===== src/sv/dfd_pkg.sv =====
package dfd_pkg;

    localparam int HDR_BYTES         = 16;
    localparam int POS_W             = 9;
    localparam int QUEUE_DEPTH       = 2;
    localparam int APB_ADDR_W        = 4;
    localparam int APB_DATA_W        = 32;

    localparam logic [7:0] MAX_PAYLOAD_RESET = 8'd240;

    localparam logic       KIND_PAYLOAD = 1'b0;
    localparam logic       KIND_VERDICT = 1'b1;

    localparam logic [1:0] STATUS_GOOD    = 2'd0;
    localparam logic [1:0] STATUS_CSUM    = 2'd1;
    localparam logic [1:0] STATUS_BAD_END = 2'd2;

    typedef enum logic [1:0] {
        REG_START_MARKER = 2'd0,
        REG_END_MARKER   = 2'd1,
        REG_MAX_PAYLOAD  = 2'd2
    } t_reg_idx;

    typedef struct packed {
        logic [7:0] start_marker;
        logic [7:0] end_marker;
        logic [7:0] max_payload;
    } t_cfg;

    typedef struct packed {
        logic        kind;
        logic [7:0]  data_byte;
        logic [7:0]  byte_index;
        logic [1:0]  frame_status;
        logic [15:0] packet_id;
        logic [31:0] timestamp;
        logic [31:0] sequence_number;
        logic [7:0]  payload_length;
    } t_result;

endpackage


===== src/sv/dfd_front.sv =====
module dfd_front (
    input  logic            i_clk,
    input  logic            i_rst_n,
    input  dfd_pkg::t_cfg   i_cfg,
    input  logic            i_accept,
    input  logic [7:0]      i_rx_byte,
    output logic            o_push,
    output dfd_pkg::t_result o_item
);
    import dfd_pkg::*;

    localparam logic [POS_W-1:0] HDR_POS   = POS_W'(HDR_BYTES);
    localparam logic [POS_W-1:0] HDR_LAST  = POS_W'(HDR_BYTES - 1);
    localparam logic [POS_W-1:0] SEQ_FIRST = POS_W'(2);
    localparam logic [POS_W-1:0] SEQ_LAST  = POS_W'(5);
    localparam logic [POS_W-1:0] TS_FIRST  = POS_W'(8);
    localparam logic [POS_W-1:0] TS_LAST   = POS_W'(11);
    localparam logic [POS_W-1:0] ID_FIRST  = POS_W'(12);
    localparam logic [POS_W-1:0] ID_LAST   = POS_W'(13);
    localparam logic [POS_W-1:0] LEN_FIRST = POS_W'(14);

    logic [POS_W-1:0] r_pos, n_pos;
    logic [15:0]      r_len, n_len;
    logic [7:0]       r_sum, n_sum;
    logic [31:0]      r_seq, n_seq;
    logic [31:0]      r_ts, n_ts;
    logic [15:0]      r_id, n_id;
    logic [POS_W-1:0] pay_end;

    assign pay_end = HDR_POS + {1'b0, r_len[7:0]};

    always_comb begin
        n_pos  = r_pos;
        n_len  = r_len;
        n_sum  = r_sum;
        n_seq  = r_seq;
        n_ts   = r_ts;
        n_id   = r_id;
        o_push = 1'b0;
        o_item = '{kind: KIND_PAYLOAD, data_byte: 8'd0, byte_index: 8'd0,
                   frame_status: STATUS_GOOD, packet_id: r_id, timestamp: r_ts,
                   sequence_number: r_seq, payload_length: r_len[7:0]};
        if (i_accept) begin
            if (r_pos == '0) begin
                if (i_rx_byte == i_cfg.start_marker) begin
                    n_pos = POS_W'(1);
                    n_sum = 8'd0;
                end
            end else if (r_pos < HDR_POS) begin
                n_sum = r_sum + i_rx_byte;
                if (r_pos >= SEQ_FIRST && r_pos <= SEQ_LAST) begin
                    n_seq = {i_rx_byte, r_seq[31:8]};
                end else if (r_pos >= TS_FIRST && r_pos <= TS_LAST) begin
                    n_ts = {i_rx_byte, r_ts[31:8]};
                end else if (r_pos >= ID_FIRST && r_pos <= ID_LAST) begin
                    n_id = {i_rx_byte, r_id[15:8]};
                end else if (r_pos >= LEN_FIRST) begin
                    n_len = {i_rx_byte, r_len[15:8]};
                end
                if (r_pos == HDR_LAST && n_len > {8'd0, i_cfg.max_payload}) begin
                    if (i_rx_byte == i_cfg.start_marker) begin
                        n_pos = POS_W'(1);
                        n_sum = 8'd0;
                    end else begin
                        n_pos = '0;
                    end
                end else begin
                    n_pos = r_pos + POS_W'(1);
                end
            end else if (r_pos < pay_end) begin
                n_sum             = r_sum + i_rx_byte;
                o_push            = 1'b1;
                o_item.data_byte  = i_rx_byte;
                o_item.byte_index = 8'(r_pos - HDR_POS);
                n_pos             = r_pos + POS_W'(1);
            end else if (r_pos == pay_end) begin
                n_sum = r_sum - i_rx_byte;
                n_pos = r_pos + POS_W'(1);
            end else begin
                o_push      = 1'b1;
                o_item.kind = KIND_VERDICT;
                if (i_rx_byte != i_cfg.end_marker) begin
                    o_item.frame_status = STATUS_BAD_END;
                end else if (r_sum != 8'd0) begin
                    o_item.frame_status = STATUS_CSUM;
                end else begin
                    o_item.frame_status = STATUS_GOOD;
                end
                n_pos = '0;
            end
        end
    end

    always_ff @(posedge i_clk) begin
        if (!i_rst_n) begin
            r_pos <= '0;
            r_len <= 16'd0;
            r_sum <= 8'd0;
            r_seq <= 32'd0;
            r_ts  <= 32'd0;
            r_id  <= 16'd0;
        end else begin
            r_pos <= n_pos;
            r_len <= n_len;
            r_sum <= n_sum;
            r_seq <= n_seq;
            r_ts  <= n_ts;
            r_id  <= n_id;
        end
    end

endmodule


===== src/sv/dfd_queue.sv =====
module dfd_queue #(
    parameter int DEPTH = dfd_pkg::QUEUE_DEPTH
) (
    input  logic             i_clk,
    input  logic             i_rst_n,
    input  logic             i_push,
    input  dfd_pkg::t_result i_item,
    input  logic             i_pop,
    output logic             o_full,
    output logic             o_empty,
    output dfd_pkg::t_result o_head
);
    import dfd_pkg::*;

    localparam int PTR_W = (DEPTH > 1) ? $clog2(DEPTH) : 1;
    localparam int CNT_W = $clog2(DEPTH + 1);
    localparam logic [PTR_W-1:0] LAST_PTR = PTR_W'(DEPTH - 1);
    localparam logic [CNT_W-1:0] FULL_CNT = CNT_W'(DEPTH);

    t_result          r_mem [DEPTH];
    logic [PTR_W-1:0] r_wr, n_wr;
    logic [PTR_W-1:0] r_rd, n_rd;
    logic [CNT_W-1:0] r_cnt, n_cnt;

    assign o_full  = (r_cnt == FULL_CNT);
    assign o_empty = (r_cnt == '0);
    assign o_head  = r_mem[r_rd];

    always_comb begin
        n_wr  = r_wr;
        n_rd  = r_rd;
        n_cnt = r_cnt;
        if (i_push) begin
            n_wr = (r_wr == LAST_PTR) ? '0 : r_wr + PTR_W'(1);
        end
        if (i_pop) begin
            n_rd = (r_rd == LAST_PTR) ? '0 : r_rd + PTR_W'(1);
        end
        if (i_push && !i_pop) begin
            n_cnt = r_cnt + CNT_W'(1);
        end else if (!i_push && i_pop) begin
            n_cnt = r_cnt - CNT_W'(1);
        end
    end

    always_ff @(posedge i_clk) begin
        if (i_push) begin
            r_mem[r_wr] <= i_item;
        end
    end

    always_ff @(posedge i_clk) begin
        if (!i_rst_n) begin
            r_wr  <= '0;
            r_rd  <= '0;
            r_cnt <= '0;
        end else begin
            r_wr  <= n_wr;
            r_rd  <= n_rd;
            r_cnt <= n_cnt;
        end
    end

endmodule


===== src/sv/dfd_back.sv =====
module dfd_back (
    input  logic             i_clk,
    input  logic             i_rst_n,
    input  logic             i_empty,
    input  dfd_pkg::t_result i_head,
    input  logic             i_stall,
    output logic             o_pop,
    output logic             o_valid,
    output dfd_pkg::t_result o_item
);
    import dfd_pkg::*;

    logic    r_valid;
    t_result r_item;

    assign o_pop   = !i_empty && (!r_valid || !i_stall);
    assign o_valid = r_valid;
    assign o_item  = r_item;

    always_ff @(posedge i_clk) begin
        if (!i_rst_n) begin
            r_valid <= 1'b0;
        end else if (!r_valid || !i_stall) begin
            r_valid <= !i_empty;
        end
    end

    always_ff @(posedge i_clk) begin
        if (o_pop) begin
            r_item <= i_head;
        end
    end

endmodule


===== src/sv/delimited_frame_deframer_core.sv =====
// Channel  | Handshake           | Payload
// ---------+---------------------+------------------------------------------------
// rx in    | i_valid / o_stall   | i_rx_byte
// result   | o_valid / i_stall   | o_kind o_data_byte o_byte_index o_frame_status
//          |                     | o_packet_id o_timestamp o_sequence_number
//          |                     | o_payload_length
// config   | psel penable pwrite | paddr pwdata prdata pready
//
// One byte is taken every cycle while o_stall is low; the front tracks frame
// position, header fields and checksum as each byte is accepted.
// A result passes through the result queue and then the output register
// before it shows on o_valid. o_stall rises only when the result queue
// (QUEUE_DEPTH beats) is full behind a stalled output register. Synchronous
// active-low reset; no clearing pass.
module delimited_frame_deframer_core #(
    parameter int QUEUE_DEPTH = dfd_pkg::QUEUE_DEPTH
) (
    input  logic                           i_clk,
    input  logic                           i_rst_n,
    input  logic                           i_valid,
    output logic                           o_stall,
    input  logic [7:0]                     i_rx_byte,
    output logic                           o_valid,
    input  logic                           i_stall,
    output logic                           o_kind,
    output logic [7:0]                     o_data_byte,
    output logic [7:0]                     o_byte_index,
    output logic [1:0]                     o_frame_status,
    output logic [15:0]                    o_packet_id,
    output logic [31:0]                    o_timestamp,
    output logic [31:0]                    o_sequence_number,
    output logic [7:0]                     o_payload_length,
    input  logic                           psel,
    input  logic                           penable,
    input  logic                           pwrite,
    input  logic [dfd_pkg::APB_ADDR_W-1:0] paddr,
    input  logic [dfd_pkg::APB_DATA_W-1:0] pwdata,
    output logic [dfd_pkg::APB_DATA_W-1:0] prdata,
    output logic                           pready
);
    import dfd_pkg::*;

    t_cfg     r_cfg;
    t_reg_idx reg_idx;
    logic     cfg_wr;
    logic     accept;
    logic     push;
    logic     pop;
    logic     q_full;
    logic     q_empty;
    t_result  front_item;
    t_result  head_item;
    t_result  out_item;

    assign pready  = 1'b1;
    assign reg_idx = t_reg_idx'(paddr[3:2]);
    assign cfg_wr  = psel && penable && pwrite && pready;

    always_ff @(posedge i_clk) begin
        if (!i_rst_n) begin
            r_cfg.start_marker <= 8'd0;
            r_cfg.end_marker   <= 8'd0;
            r_cfg.max_payload  <= MAX_PAYLOAD_RESET;
        end else if (cfg_wr) begin
            case (reg_idx)
                REG_START_MARKER: r_cfg.start_marker <= pwdata[7:0];
                REG_END_MARKER:   r_cfg.end_marker   <= pwdata[7:0];
                REG_MAX_PAYLOAD:  r_cfg.max_payload  <= pwdata[7:0];
                default: ;
            endcase
        end
    end

    always_comb begin
        case (reg_idx)
            REG_START_MARKER: prdata = {24'd0, r_cfg.start_marker};
            REG_END_MARKER:   prdata = {24'd0, r_cfg.end_marker};
            REG_MAX_PAYLOAD:  prdata = {24'd0, r_cfg.max_payload};
            default:          prdata = '0;
        endcase
    end

    assign o_stall = q_full;
    assign accept  = i_valid && !q_full;

    dfd_front u_front (
        .i_clk     (i_clk),
        .i_rst_n   (i_rst_n),
        .i_cfg     (r_cfg),
        .i_accept  (accept),
        .i_rx_byte (i_rx_byte),
        .o_push    (push),
        .o_item    (front_item)
    );

    dfd_queue #(
        .DEPTH (QUEUE_DEPTH)
    ) u_queue (
        .i_clk   (i_clk),
        .i_rst_n (i_rst_n),
        .i_push  (push),
        .i_item  (front_item),
        .i_pop   (pop),
        .o_full  (q_full),
        .o_empty (q_empty),
        .o_head  (head_item)
    );

    dfd_back u_back (
        .i_clk   (i_clk),
        .i_rst_n (i_rst_n),
        .i_empty (q_empty),
        .i_head  (head_item),
        .i_stall (i_stall),
        .o_pop   (pop),
        .o_valid (o_valid),
        .o_item  (out_item)
    );

    assign o_kind            = out_item.kind;
    assign o_data_byte       = out_item.data_byte;
    assign o_byte_index      = out_item.byte_index;
    assign o_frame_status    = out_item.frame_status;
    assign o_packet_id       = out_item.packet_id;
    assign o_timestamp       = out_item.timestamp;
    assign o_sequence_number = out_item.sequence_number;
    assign o_payload_length  = out_item.payload_length;

endmodule


===== config.mk =====
export PLATFORM = sky130hd
export DESIGN_NAME = delimited_frame_deframer_core
export DESIGN_NICKNAME = d
export VERILOG_FILES = /design/src/sv/dfd_pkg.sv /design/src/sv/dfd_front.sv /design/src/sv/dfd_queue.sv /design/src/sv/dfd_back.sv /design/src/sv/delimited_frame_deframer_core.sv
export SDC_FILE = /design/constraint.sdc
export NUM_CORES = 1
export LEC_CHECK = 0
export BUFFER_PORTS_ARGS = -buffer_cell sky130_fd_sc_hd__clkbuf_2
export CAP_MARGIN = 20
export CORE_MARGIN = 5
export CORE_UTILIZATION = 30
export DETAILED_ROUTE_END_ITERATION = 12
export HOLD_SLACK_MARGIN = 0.05
export PLACE_DENSITY = 0.46
export SLEW_MARGIN = 0
export SYNTH_ARGS = -nofsm -noshare
export SYNTH_HDL_FRONTEND = slang
export SYNTH_SLANG_ARGS = --single-unit

===== constraint.sdc =====
create_clock -name i_clk -period 6.87 [get_ports i_clk]
set_input_delay 0.3435 -clock i_clk [delete_from_list [all_inputs] [get_ports i_clk]]
set_output_delay 0.3435 -clock i_clk [all_outputs]
set_load 0.01 [all_outputs]

==> run_results.csv, run 1 <==
group,metric,value,unit
status,outcome,"complete, no violations",
synth,synthesis.instances,1365,
global_route,grt_antenna_before_repair,0,
sta,skew,19.6,ps
sta,max_freq,195,MHz
clock_tree,postCtsSetupBuffers,0,
sta,slew_headroom,28.8,%
sta,period_share,74.5,%
critical_path,cp_max_fo,64,
detailed_routing,drc,0,
clock_tree,clock_tree.root_cell,"clkbuf_16",
clock_tree,cts_tree,"built",
cells_and_area,antenna_cells,0,
cells_and_area,final_common_cell,"edfxtp_1",
critical_path,r2r_cells,9,
clock_tree,numClockSinks,463,
synth,ys_types,68,
clock_tree,numCtsBuffers,50,
place,io_buffer_count,141,
power_and_ir_drop,leakagePower,8.13,nW
cells_and_area,syn_to_final_growth,16.9,%
power_and_ir_drop,powerDensity,259,mW/mm²
die,die_y,262,µm
hold_path,hold_depth,4,
power_and_ir_drop,p_total,0.00575,W
synth,async_flop_share,0,%
cells_and_area,final_nets,1602,
place,place.gp.congestion,0.816,
sta,drv_slew,0,
place,dp.final_hpwl,27500,µm
sta,final-hold-violation-count,0,
sta,rsz0062_at_grt,"no",
critical_path,crit_type,"flop to flop",
synth,yosysSeqAreaShare,65.6,%
die,core,0.0630,mm²
die,io_pins,193,
critical_path,critPathTopFamily,"compound AO/OA/AOI/OAI gates",
sta,setup_violations,0,
die,die_w,262,µm
clock_tree,clk_latency,590,ps
synth,synthesis.area,0.0190,mm²
detailed_routing,via_per_inst,4.51,
global_route,grt_usage,12.7,%
detailed_routing,firstDrtPassIters,5,
critical_path,start_kind,"flop",
die,rows,92,
clock_tree,clk_path_buf_depth,3,
clock_tree,path_clk_slew,60,ps
critical_path,r2r_slack,1750,ps
die,die_area,0.0686,mm²
critical_path,crit_chain,"ha_1, nand3_1, ha_1, and4_1, a221oi_1, nand2_1, a21boi_0, and2_4, buf_12",
flow_run,cap_violations,0,
critical_path,worstPathRequired,7100,ps
global_route,grt_max_degree,105,
detailed_routing,ant_nets,0,
critical_path,crit_buf_inv,1,
hold_path,hold_class,"primary input to flop",
die,initial_core_util,30.2,%
clock_tree,htree_levels,2,
sta,tightestPinTransition,1060,ps
sta,period_needed,5120,ps
global_route,grt_pass1_vias,11300,
critical_path,path_common_cell,"ha_1",
global_route,grt_pass1_wl,67500,µm
synth,yosys_warnings,0,
critical_path,arrival,5350,ps
detailed_routing,wl_per_cell,18.3,µm
critical_path,cpPeakStageDelay,840,ps
critical_path,end_kind,"flop",
critical_path,r2r_start,"u_front.r_len[4]$_SDFFE_PN0P_",
power_and_ir_drop,ir_drop,0.178,mV
detailed_routing,initialDrtViolationCount,580,
hold_path,hold_path_startpoint,"penable",
synth,ys_ff_latch,463,
synth,syn_area_per_cell,13.9,µm²
hold_path,min_to,"r_cfg[3]$_SDFFE_PN0P_",
cells_and_area,drive_gt1_share,25.2,%
synth,synth_ff_type,"edfxtp_1",
detailed_routing,num_vias,10800,
cells_and_area,final_cell_mix,"edfxtp_1, dfxtp_1, clkbuf_2",
detailed_routing,drt_wl_total,44000,µm
global_route,grt-ovfl-total,0,
critical_path,slowest_stage,"a221oi_1",
critical_path,timing.rr.end,"u_queue.r_mem[1][83]$_DFFE_PP_",
synth,synth_edf_count,321,
sta,tns,0,ps
## layout make-up
cell class,instances,area [µm²]
Fill cell,6131,40700
Sequential cell,463,12500
Multi-Input combinational cell,803,6020
Clock buffer,67,1370
Tap cell,846,1060
Timing Repair Buffer,160,898
Clock inverter,27,295
Inverter,32,123
## what timing repair did
action | CTS | global route
gates resized for setup | 0 | 0
endpoints found under the hold margin | 17 | 0
hold buffers | 9 | 0
## cells by family after synthesis
kind of cell	count (synthesis)	synth area share, %
other	2	0.0395
flip-flops	463	65.6
AO/OA/AOI/OAI	167	6.58
AND/OR/NAND/NOR	346	9.41
buffers and inverters	122	3.29
adder cells (fa/ha/maj)	41	2.78
XOR/XNOR	34	1.57
multiplexers	190	10.7
## metrics by stage
step	instance area, µm²	hold slack, ps	cells	worst slack [ps]	utilization, %
2_1_floorplan	19100	425	1388	1540	-
3_3_place_gp	20500	438	2295	1850	32.5
3_5_place_dp	20500	444	2295	1810	32.5
4_1_cts	22200	229	2398	1780	35.3
5_1_grt	22200	284	2398	1220	35.3
6_report	22200	245	2398	1750	35.3
## layer usage
layer  routed length (µm)  global-route usage [%]  vias up  part of all wire [%]
met5                    0                       0        -                     0
met4                  932                    3.45        0                   2.1
met3                 2350                    2.96       73                   5.4
met2                21100                    21.3      250                    48
met1                19600                    16.6     5289                    45
li1                     -                       -     5212                     -
## synth_stat cells, types with 3 or more instances
cell type / n / area share (%)
o2111ai_1: 6 / 0.28
a31oi_1: 6 / 0.20
ha_1: 39 / 2.6
o21ai_1: 5 / 0.13
xor2_1: 23 / 1.1
a21boi_2: 31 / 1.8
clkbuf_1: 47 / 0.93
nand2_1: 123 / 2.4
mux2i_1: 77 / 4.1
a221oi_1: 3 / 0.14
edfxtp_1: 321 / 51
dfxtp_1: 142 / 15
nand3_1: 31 / 0.82
nor2b_1: 79 / 2.6
a21oi_1: 29 / 0.76
nand2b_1: 3 / 0.099
a21o_1: 4 / 0.16
buf_4: 29 / 1.1
o21ai_0: 31 / 0.82
a21boi_0: 18 / 0.71
buf_6: 7 / 0.41
nand4_1: 7 / 0.23
nor3_1: 7 / 0.18
nor4_1: 11 / 0.36
buf_2: 5 / 0.13
o211ai_1: 13 / 0.51
and2_1: 8 / 0.26
o21a_1: 4 / 0.16
xnor2_1: 11 / 0.51
mux2_2: 113 / 6.7
a21boi_1: 3 / 0.12
nor2_1: 46 / 0.91
inv_1: 32 / 0.63
and3_1: 9 / 0.30
## power breakdown
| group | internal [W] | total [W] | switching, W |
|---|---|---|---|
| Sequential | 0.00295 | 0.00295 | 0.00000212 |
| Clock | 0.00159 | 0.00269 | 0.00110 |
| Combinational | 0.0000377 | 0.000107 | 0.0000697 |
## flip-flops by register name, summed over array words and instances, names as in the netlist
| register | count |
|---|---|
| u_queue.r_rd | 1 |
| u_front.r_ts | 32 |
| r_cfg | 24 |
| u_front.r_len | 16 |
| u_queue.r_cnt | 2 |
| u_queue.r_wr | 1 |
| u_front.r_pos | 9 |
| u_back.o_item | 107 |
| u_front.r_sum | 8 |
| u_back.o_valid | 1 |
| u_queue.r_mem | 214 |
| u_front.r_seq | 32 |
| u_front.r_id | 16 |
## worst min-delay path: stages
cell      delay, ps
clkbuf_2         90
nand4_1         170
nand2_1         110
a21boi_0         60
## worst max path at each step
stage                                              from                             end  cells after the start
after CTS                 u_front.r_pos[4]$_SDFFE_PN0P_   u_front.r_sum[6]$_SDFFE_PN0P_                     15
after global placement    u_front.r_len[4]$_SDFFE_PN0P_  u_queue.r_mem[1][84]$_DFFE_PP_                      9
after detailed placement  u_front.r_pos[4]$_SDFFE_PN0P_   u_front.r_sum[6]$_SDFFE_PN0P_                     15
after global routing      u_front.r_pos[5]$_SDFFE_PN0P_   u_front.r_sum[6]$_SDFFE_PN0P_                     15
after floorplan           u_front.r_len[4]$_SDFFE_PN0P_   u_queue.r_mem[1][0]$_DFFE_PP_                      8
final                     u_front.r_len[4]$_SDFFE_PN0P_  u_queue.r_mem[1][83]$_DFFE_PP_                      9
Power figures use the tool's default switching activity.
==> run 2: changes to the inputs <==
clock period = 4.8 ns   (was 6.87 ns; I/O delays follow)
==> run 2 against run 1 <==
Flip-flop and latch count did not move. Cell area rose by 0.86%. Count of clock-buffer cells in the layout did not move. Clock skew rose by 2.3 ps. Global-route usage rose by 0.28 points. Largest power group unchanged.
==> run_results.csv, run 2 (synthesis results as in run 1) <==
group,metric,value,unit
status,outcome,"complete, no violations",
clock_tree,numClockSinks,463,
die,rows,92,
global_route,grt_max_degree,76,
cells_and_area,final_common_cell,"edfxtp_1",
sta,slew_headroom,33.4,%
power_and_ir_drop,leakagePower,8.24,nW
clock_tree,path_clk_slew,60,ps
cells_and_area,syn_to_final_growth,17.9,%
critical_path,r2r_start,"u_front.r_pos[5]$_SDFFE_PN0P_",
clock_tree,cts_resized,0,
detailed_routing,initialDrtViolationCount,549,
cells_and_area,largest_register_ffs,214,
detailed_routing,firstDrtPassIters,4,
detailed_routing,drt_wl_total,44500,µm
hold_path,min_to,"r_cfg[2]$_SDFFE_PN0P_",
detailed_routing,ant_nets,0,
place,dp.cells,2314,
clock_tree,numCtsBuffers,50,
global_route,grt-ovfl-total,0,
flow_run,cap_violations,0,
clock_tree,postCtsSetupBuffers,0,
sta,final-hold-violation-count,0,
global_route,grt_usage,13.0,%
cells_and_area,fill_cells,6100,
clock_tree,holdBufCountCts,9,
hold_path,hold_class,"primary input to flop",
detailed_routing,num_vias,10900,
sta,tns,0,ps
hold_path,hold_path_startpoint,"penable",
clock_tree,clk_path_buf_depth,3,
critical_path,arrival,4730,ps
critical_path,cp_max_fo,11,
die,die_w,262,µm
critical_path,crit_type,"flop to flop",
sta,timing.hold.ws,150,ps
cells_and_area,largest_register,"u_queue.r_mem",
sta,setup_violations,0,
detailed_routing,via_per_inst,4.51,
detailed_routing,drc,0,
sta,max_freq,237,MHz
cells_and_area,final_cell_mix,"edfxtp_1, dfxtp_1, clkbuf_2",
sta,period_needed,4220,ps
critical_path,timing.rr.end,"u_front.r_pos[8]$_SDFFE_PN0P_",
clock_tree,htree_levels,2,
critical_path,r2r_slack,580,ps
power_and_ir_drop,ir_drop,0.239,mV
sta,skew,21.9,ps
sta,drv_slew,0,
hold_path,hold_depth,4,
die,core,0.0630,mm²
sta,period_share,88.0,%
sta,finalWorstSetupSlack,576,ps
cells_and_area,drive_gt1_share,25.6,%
clock_tree,clock_tree.root_cell,"clkbuf_16",
place,dpl_worst_slack,607,ps
clock_tree,cts_tree,"built",
die,die_y,262,µm
cells_and_area,stdcell_count,2417,
place,io_buffer_count,141,
global_route,grt_antenna_before_repair,1,
place,place.gp.congestion,0.807,
global_route,grt_pass1_wl,69100,µm
sta,tightestPinTransition,996,ps
critical_path,end_kind,"flop",
die,die_area,0.0686,mm²
detailed_routing,wl_per_cell,18.4,µm
cells_and_area,final_nets,1621,
critical_path,worstPathRequired,5310,ps
die,initial_core_util,30.2,%
global_route,grt_pass1_vias,11300,
critical_path,start_kind,"flop",
critical_path,r2r_cells,15,
power_and_ir_drop,powerDensity,367,mW/mm²
clock_tree,clk_latency,580,ps
place,dp.final_hpwl,28500,µm
sta,rsz0062_at_grt,"no",
die,io_pins,193,
-- run 2: changes by cell type in the layout (fill, tap and decap cells not counted), sizes merged --
cell,before,now
clkinv,15,19
inv,34,33
diode,0,1
buf,11,30
clkinvlp,5,1
-- run 2: worst max path at each step --
stage / to / startpoint / slack, ps / cells after the start
floorplan: u_queue.r_mem[0][0]$_DFFE_PP_ / u_front.r_len[4]$_SDFFE_PN0P_ / 350 / 8
global placement: u_front.r_pos[6]$_SDFFE_PN0P_ / u_front.r_pos[5]$_SDFFE_PN0P_ / 710 / 16
detailed placement: u_front.r_pos[8]$_SDFFE_PN0P_ / u_front.r_pos[5]$_SDFFE_PN0P_ / 610 / 15
CTS: u_front.r_pos[8]$_SDFFE_PN0P_ / u_front.r_pos[5]$_SDFFE_PN0P_ / 570 / 15
global route: u_front.r_pos[8]$_SDFFE_PN0P_ / u_front.r_pos[5]$_SDFFE_PN0P_ / 150 / 15
finish: u_front.r_pos[8]$_SDFFE_PN0P_ / u_front.r_pos[5]$_SDFFE_PN0P_ / 580 / 15
-- run 2: final cells by class --
cell class                 count  area, µm²  share of cell area (%)
clock inverter                26        272                    1.21
sequential                   463      12500                    55.7
antenna                        1       2.50                  0.0112
timing repair buffer         179       1080                    4.81
clock buffer                  67       1400                    6.23
tap                          846       1060                    4.72
multi-input combinational    803       6020                    26.8
inverter                      32        123                   0.547
-- run 2: report_power, final --
group | internal [W] | switching (W)
clock network | 0.00231 | 0.00155
registers | 0.00422 | 0.00000303
logic | 0.0000557 | 0.0000994
total | 0.00658 | 0.00166
-- run 2: worst max-delay path: stages (launching register included) --
cell and delay (ps):
dfxtp_1 410, inv_1 120, ha_1 160, nor4b_2 480, a221oi_2 190, a21oi_1 410, nor2_1 120, buf_4 200
o21ai_0 210, ha_1 300, and4b_1 210, a211oi_1 230, a2bb2oi_1 370, a21boi_2 360, o21ai_1 190, o21ai_1 180
-- run 2: per-layer routing --
metal,vias up,part of all wire [%],track usage (%)
met5,-,0,0
met1,5360,46,17.6
met3,66,4.2,2.53
met4,0,1.8,2.95
li1,5271,-,-
met2,200,48,21.6
-- run 2: metrics by stage --
step                cell area (µm²)  power [W]  util, %
global route                  22400    0.00858     35.6
CTS                           22400    0.00839     35.6
finish                        22400    0.00824     35.6
floorplan                     19100    0.00441        -
global placement              20700    0.00446     32.8
detailed placement            20700    0.00446     32.8
==> run 3: changes to the inputs <==
REMOVE_ABC_BUFFERS = 1   (was default)
==> run 3 against run 2 <==
Register-to-register slack about the same. Worst hold slack got worse by 6.0 ps. Sequential share of layout area decreased by 0.13 points. Critical path type unchanged. Routed wire length about the same. Clock power decreased by 1%. Core utilization increased by 0.083 points. Final cell count about the same. Largest power group unchanged. Combinational power about the same. Count of clock-buffer cells in the layout increased by 12. Flip-flop and latch count unchanged.
==> run_results.csv, run 3 (synthesis results as in run 1) <==
group,metric,value,unit
status,outcome,"complete, no violations",
sta,setup_violations,0,
sta,max_freq,236,MHz
power_and_ir_drop,combPwrFrac,1.9,%
cells_and_area,final_common_cell,"edfxtp_1",
sta,tightestPinTransition,1060,ps
critical_path,crit_chain,"inv_1, ha_1, nor4b_2, a31oi_1, a21oi_1, nor2_1, buf_4, o21ai_0, ha_1, a21o_1, a211oi_1, a2bb2oi_1, a21boi_2, o21ai_1, o21ai_1",
sta,period_needed,4240,ps
place,dp.final_hpwl,27900,µm
cells_and_area,final_cell_mix,"edfxtp_1, dfxtp_1, clkbuf_2",
die,rows,92,
critical_path,crit_type,"flop to flop",
clock_tree,clock_tree.root_cell,"clkbuf_16",
sta,tns,0,ps
sta,skew,15.4,ps
die,initial_core_util,30.2,%
sta,final-hold-violation-count,0,
die,die_y,262,µm
detailed_routing,initialDrtViolationCount,440,
die,die_area,0.0686,mm²
sta,period_share,88.3,%
hold_path,hold_class,"primary input to flop",
die,die_w,262,µm
critical_path,worstPathRequired,5310,ps
clock_tree,cts_tree,"built",
critical_path,arrival,4740,ps
sta,slew_headroom,29.0,%
die,io_pins,193,
place,place.gp.congestion,0.808,
detailed_routing,firstDrtPassIters,4,
global_route,grt_pass1_vias,11400,
flow_run,cap_violations,0,
power_and_ir_drop,power_frac_seq,51.5,%
cells_and_area,largest_register_ffs,214,
cells_and_area,antenna_cells,0,
power_and_ir_drop,p_clk_share,46.6,%
global_route,grt_usage,12.9,%
power_and_ir_drop,p_total,0.00819,W
detailed_routing,drc,0,
critical_path,slowest_stage,"nor4b_2",
cells_and_area,final_nets,1623,
power_and_ir_drop,leakagePower,8.25,nW
detailed_routing,ant_nets,0,
detailed_routing,num_vias,10900,
global_route,grt_max_degree,99,
cells_and_area,largest_register,"u_queue.r_mem",
detailed_routing,via_per_inst,4.52,
detailed_routing,wl_per_cell,18.4,µm
clock_tree,cts_resized,0,
critical_path,cpPeakStageDelay,470,ps
sta,drv_slew,0,
critical_path,end_kind,"flop",
die,core,0.0630,mm²
critical_path,start_kind,"flop",
power_and_ir_drop,ir_drop,0.239,mV
clock_tree,path_clk_slew,60,ps
global_route,grt-ovfl-total,0,
place,io_buffer_count,141,
clock_tree,clk_path_buf_depth,3,
critical_path,critPathTopFamily,"compound AO/OA/AOI/OAI gates",
global_route,grt_pass1_wl,68400,µm
clock_tree,clk_latency,580,ps
critical_path,crit_buf_inv,2,
clock_tree,htree_levels,2,
sta,rsz0062_at_grt,"no",
critical_path,cp_max_fo,11,
global_route,grt_antenna_before_repair,0,
power_and_ir_drop,p_int,0.00654,W
detailed_routing,drt_wl_total,44500,µm
cells_and_area,syn_to_final_growth,18.2,%
clock_tree,numCtsBuffers,51,
power_and_ir_drop,power.share.switching,20.2,%
power_and_ir_drop,p_switching,0.00165,W
power_and_ir_drop,powerDensity,364,mW/mm²
clock_tree,numClockSinks,463,
cells_and_area,drive_gt1_share,25.7,%
==> run 3: cell types whose count changed in the layout (fill, tap and decap cells not counted), moves of 2 or more <==
cell and delta:
buf_4 -5, clkbuf_8 +5, clkinv_1 -7, buf_12 +6
clkinv_2 -2, clkbuf_1 +8, bufinv_16 -2
==> run 3: stage by stage <==
step           util, %  cell area, µm²  hold WS, ps  cells  setup slack (ps)
6_report          35.7           22500          144   2418               564
4_1_cts           35.7           22500         98.5   2418               562
3_5_place_dp      33.0           20800          443   2315               587
5_1_grt           35.7           22500          125   2418               109
2_1_floorplan        -           18600          329   1298              -529
3_3_place_gp      33.0           20800          434   2315               696
==> run 3: area by class of cell <==
type | instances | area, µm²
tap | 846 | 1060
multi-input combinational | 803 | 6020
sequential | 463 | 12500
inverter | 32 | 123
timing repair buffer | 180 | 1160
clock inverter | 15 | 165
clock buffer | 79 | 1470
fill | 6128 | 40500
==> run 3: path summary, 6_finish.rpt <==
kind                                  from                        endpoint  slack, ps  cells after the start
max          u_front.r_pos[4]$_SDFFE_PN0P_   u_front.r_pos[6]$_SDFFE_PN0P_        560                     15
min                           i_rx_byte[2]   u_front.r_ts[26]$_SDFFE_PN0P_        140                      3
max reg2reg  u_front.r_pos[4]$_SDFFE_PN0P_   u_front.r_pos[6]$_SDFFE_PN0P_        560                     15
min reg2reg  u_front.r_seq[5]$_SDFFE_PN0P_  u_queue.r_mem[1][13]$_DFFE_PP_        450                      0
==> run 3: power by group through the flow <==
| stage | Sequential (W) | Combinational (W) | Clock [W] |
|---|---|---|---|
| 2_1_floorplan | 0.00430 | 0.0000691 | 0 |
| 3_3_place_gp | 0.00431 | 0.000148 | 0 |
| 4_1_cts | 0.00422 | 0.000156 | 0.00396 |
| 3_5_place_dp | 0.00431 | 0.000149 | 0 |
| 5_1_grt | 0.00422 | 0.000166 | 0.00414 |
| 6_report | 0.00422 | 0.000152 | 0.00382 |
==> run 3: timing repair <==
action                                 CTS  global route
hold buffers                             9             0
buffers inserted                         0             0
endpoints found under the hold margin   25             0
==> run 3: layer usage <==
layer / global-route usage [%] / share of wire (%) / vias up
met3: 2.46 / 4.0 / 86
met4: 4.61 / 3.3 / 0
li1: - / - / 5258
met1: 16.2 / 43 / 5395
met5: 0 / 0 / -
met2: 22.4 / 49 / 198
==> run 3: worst min-delay path: stages <==
cell and delay [ps]:
clkbuf_2 230, nand2_1 150, a21boi_2 50
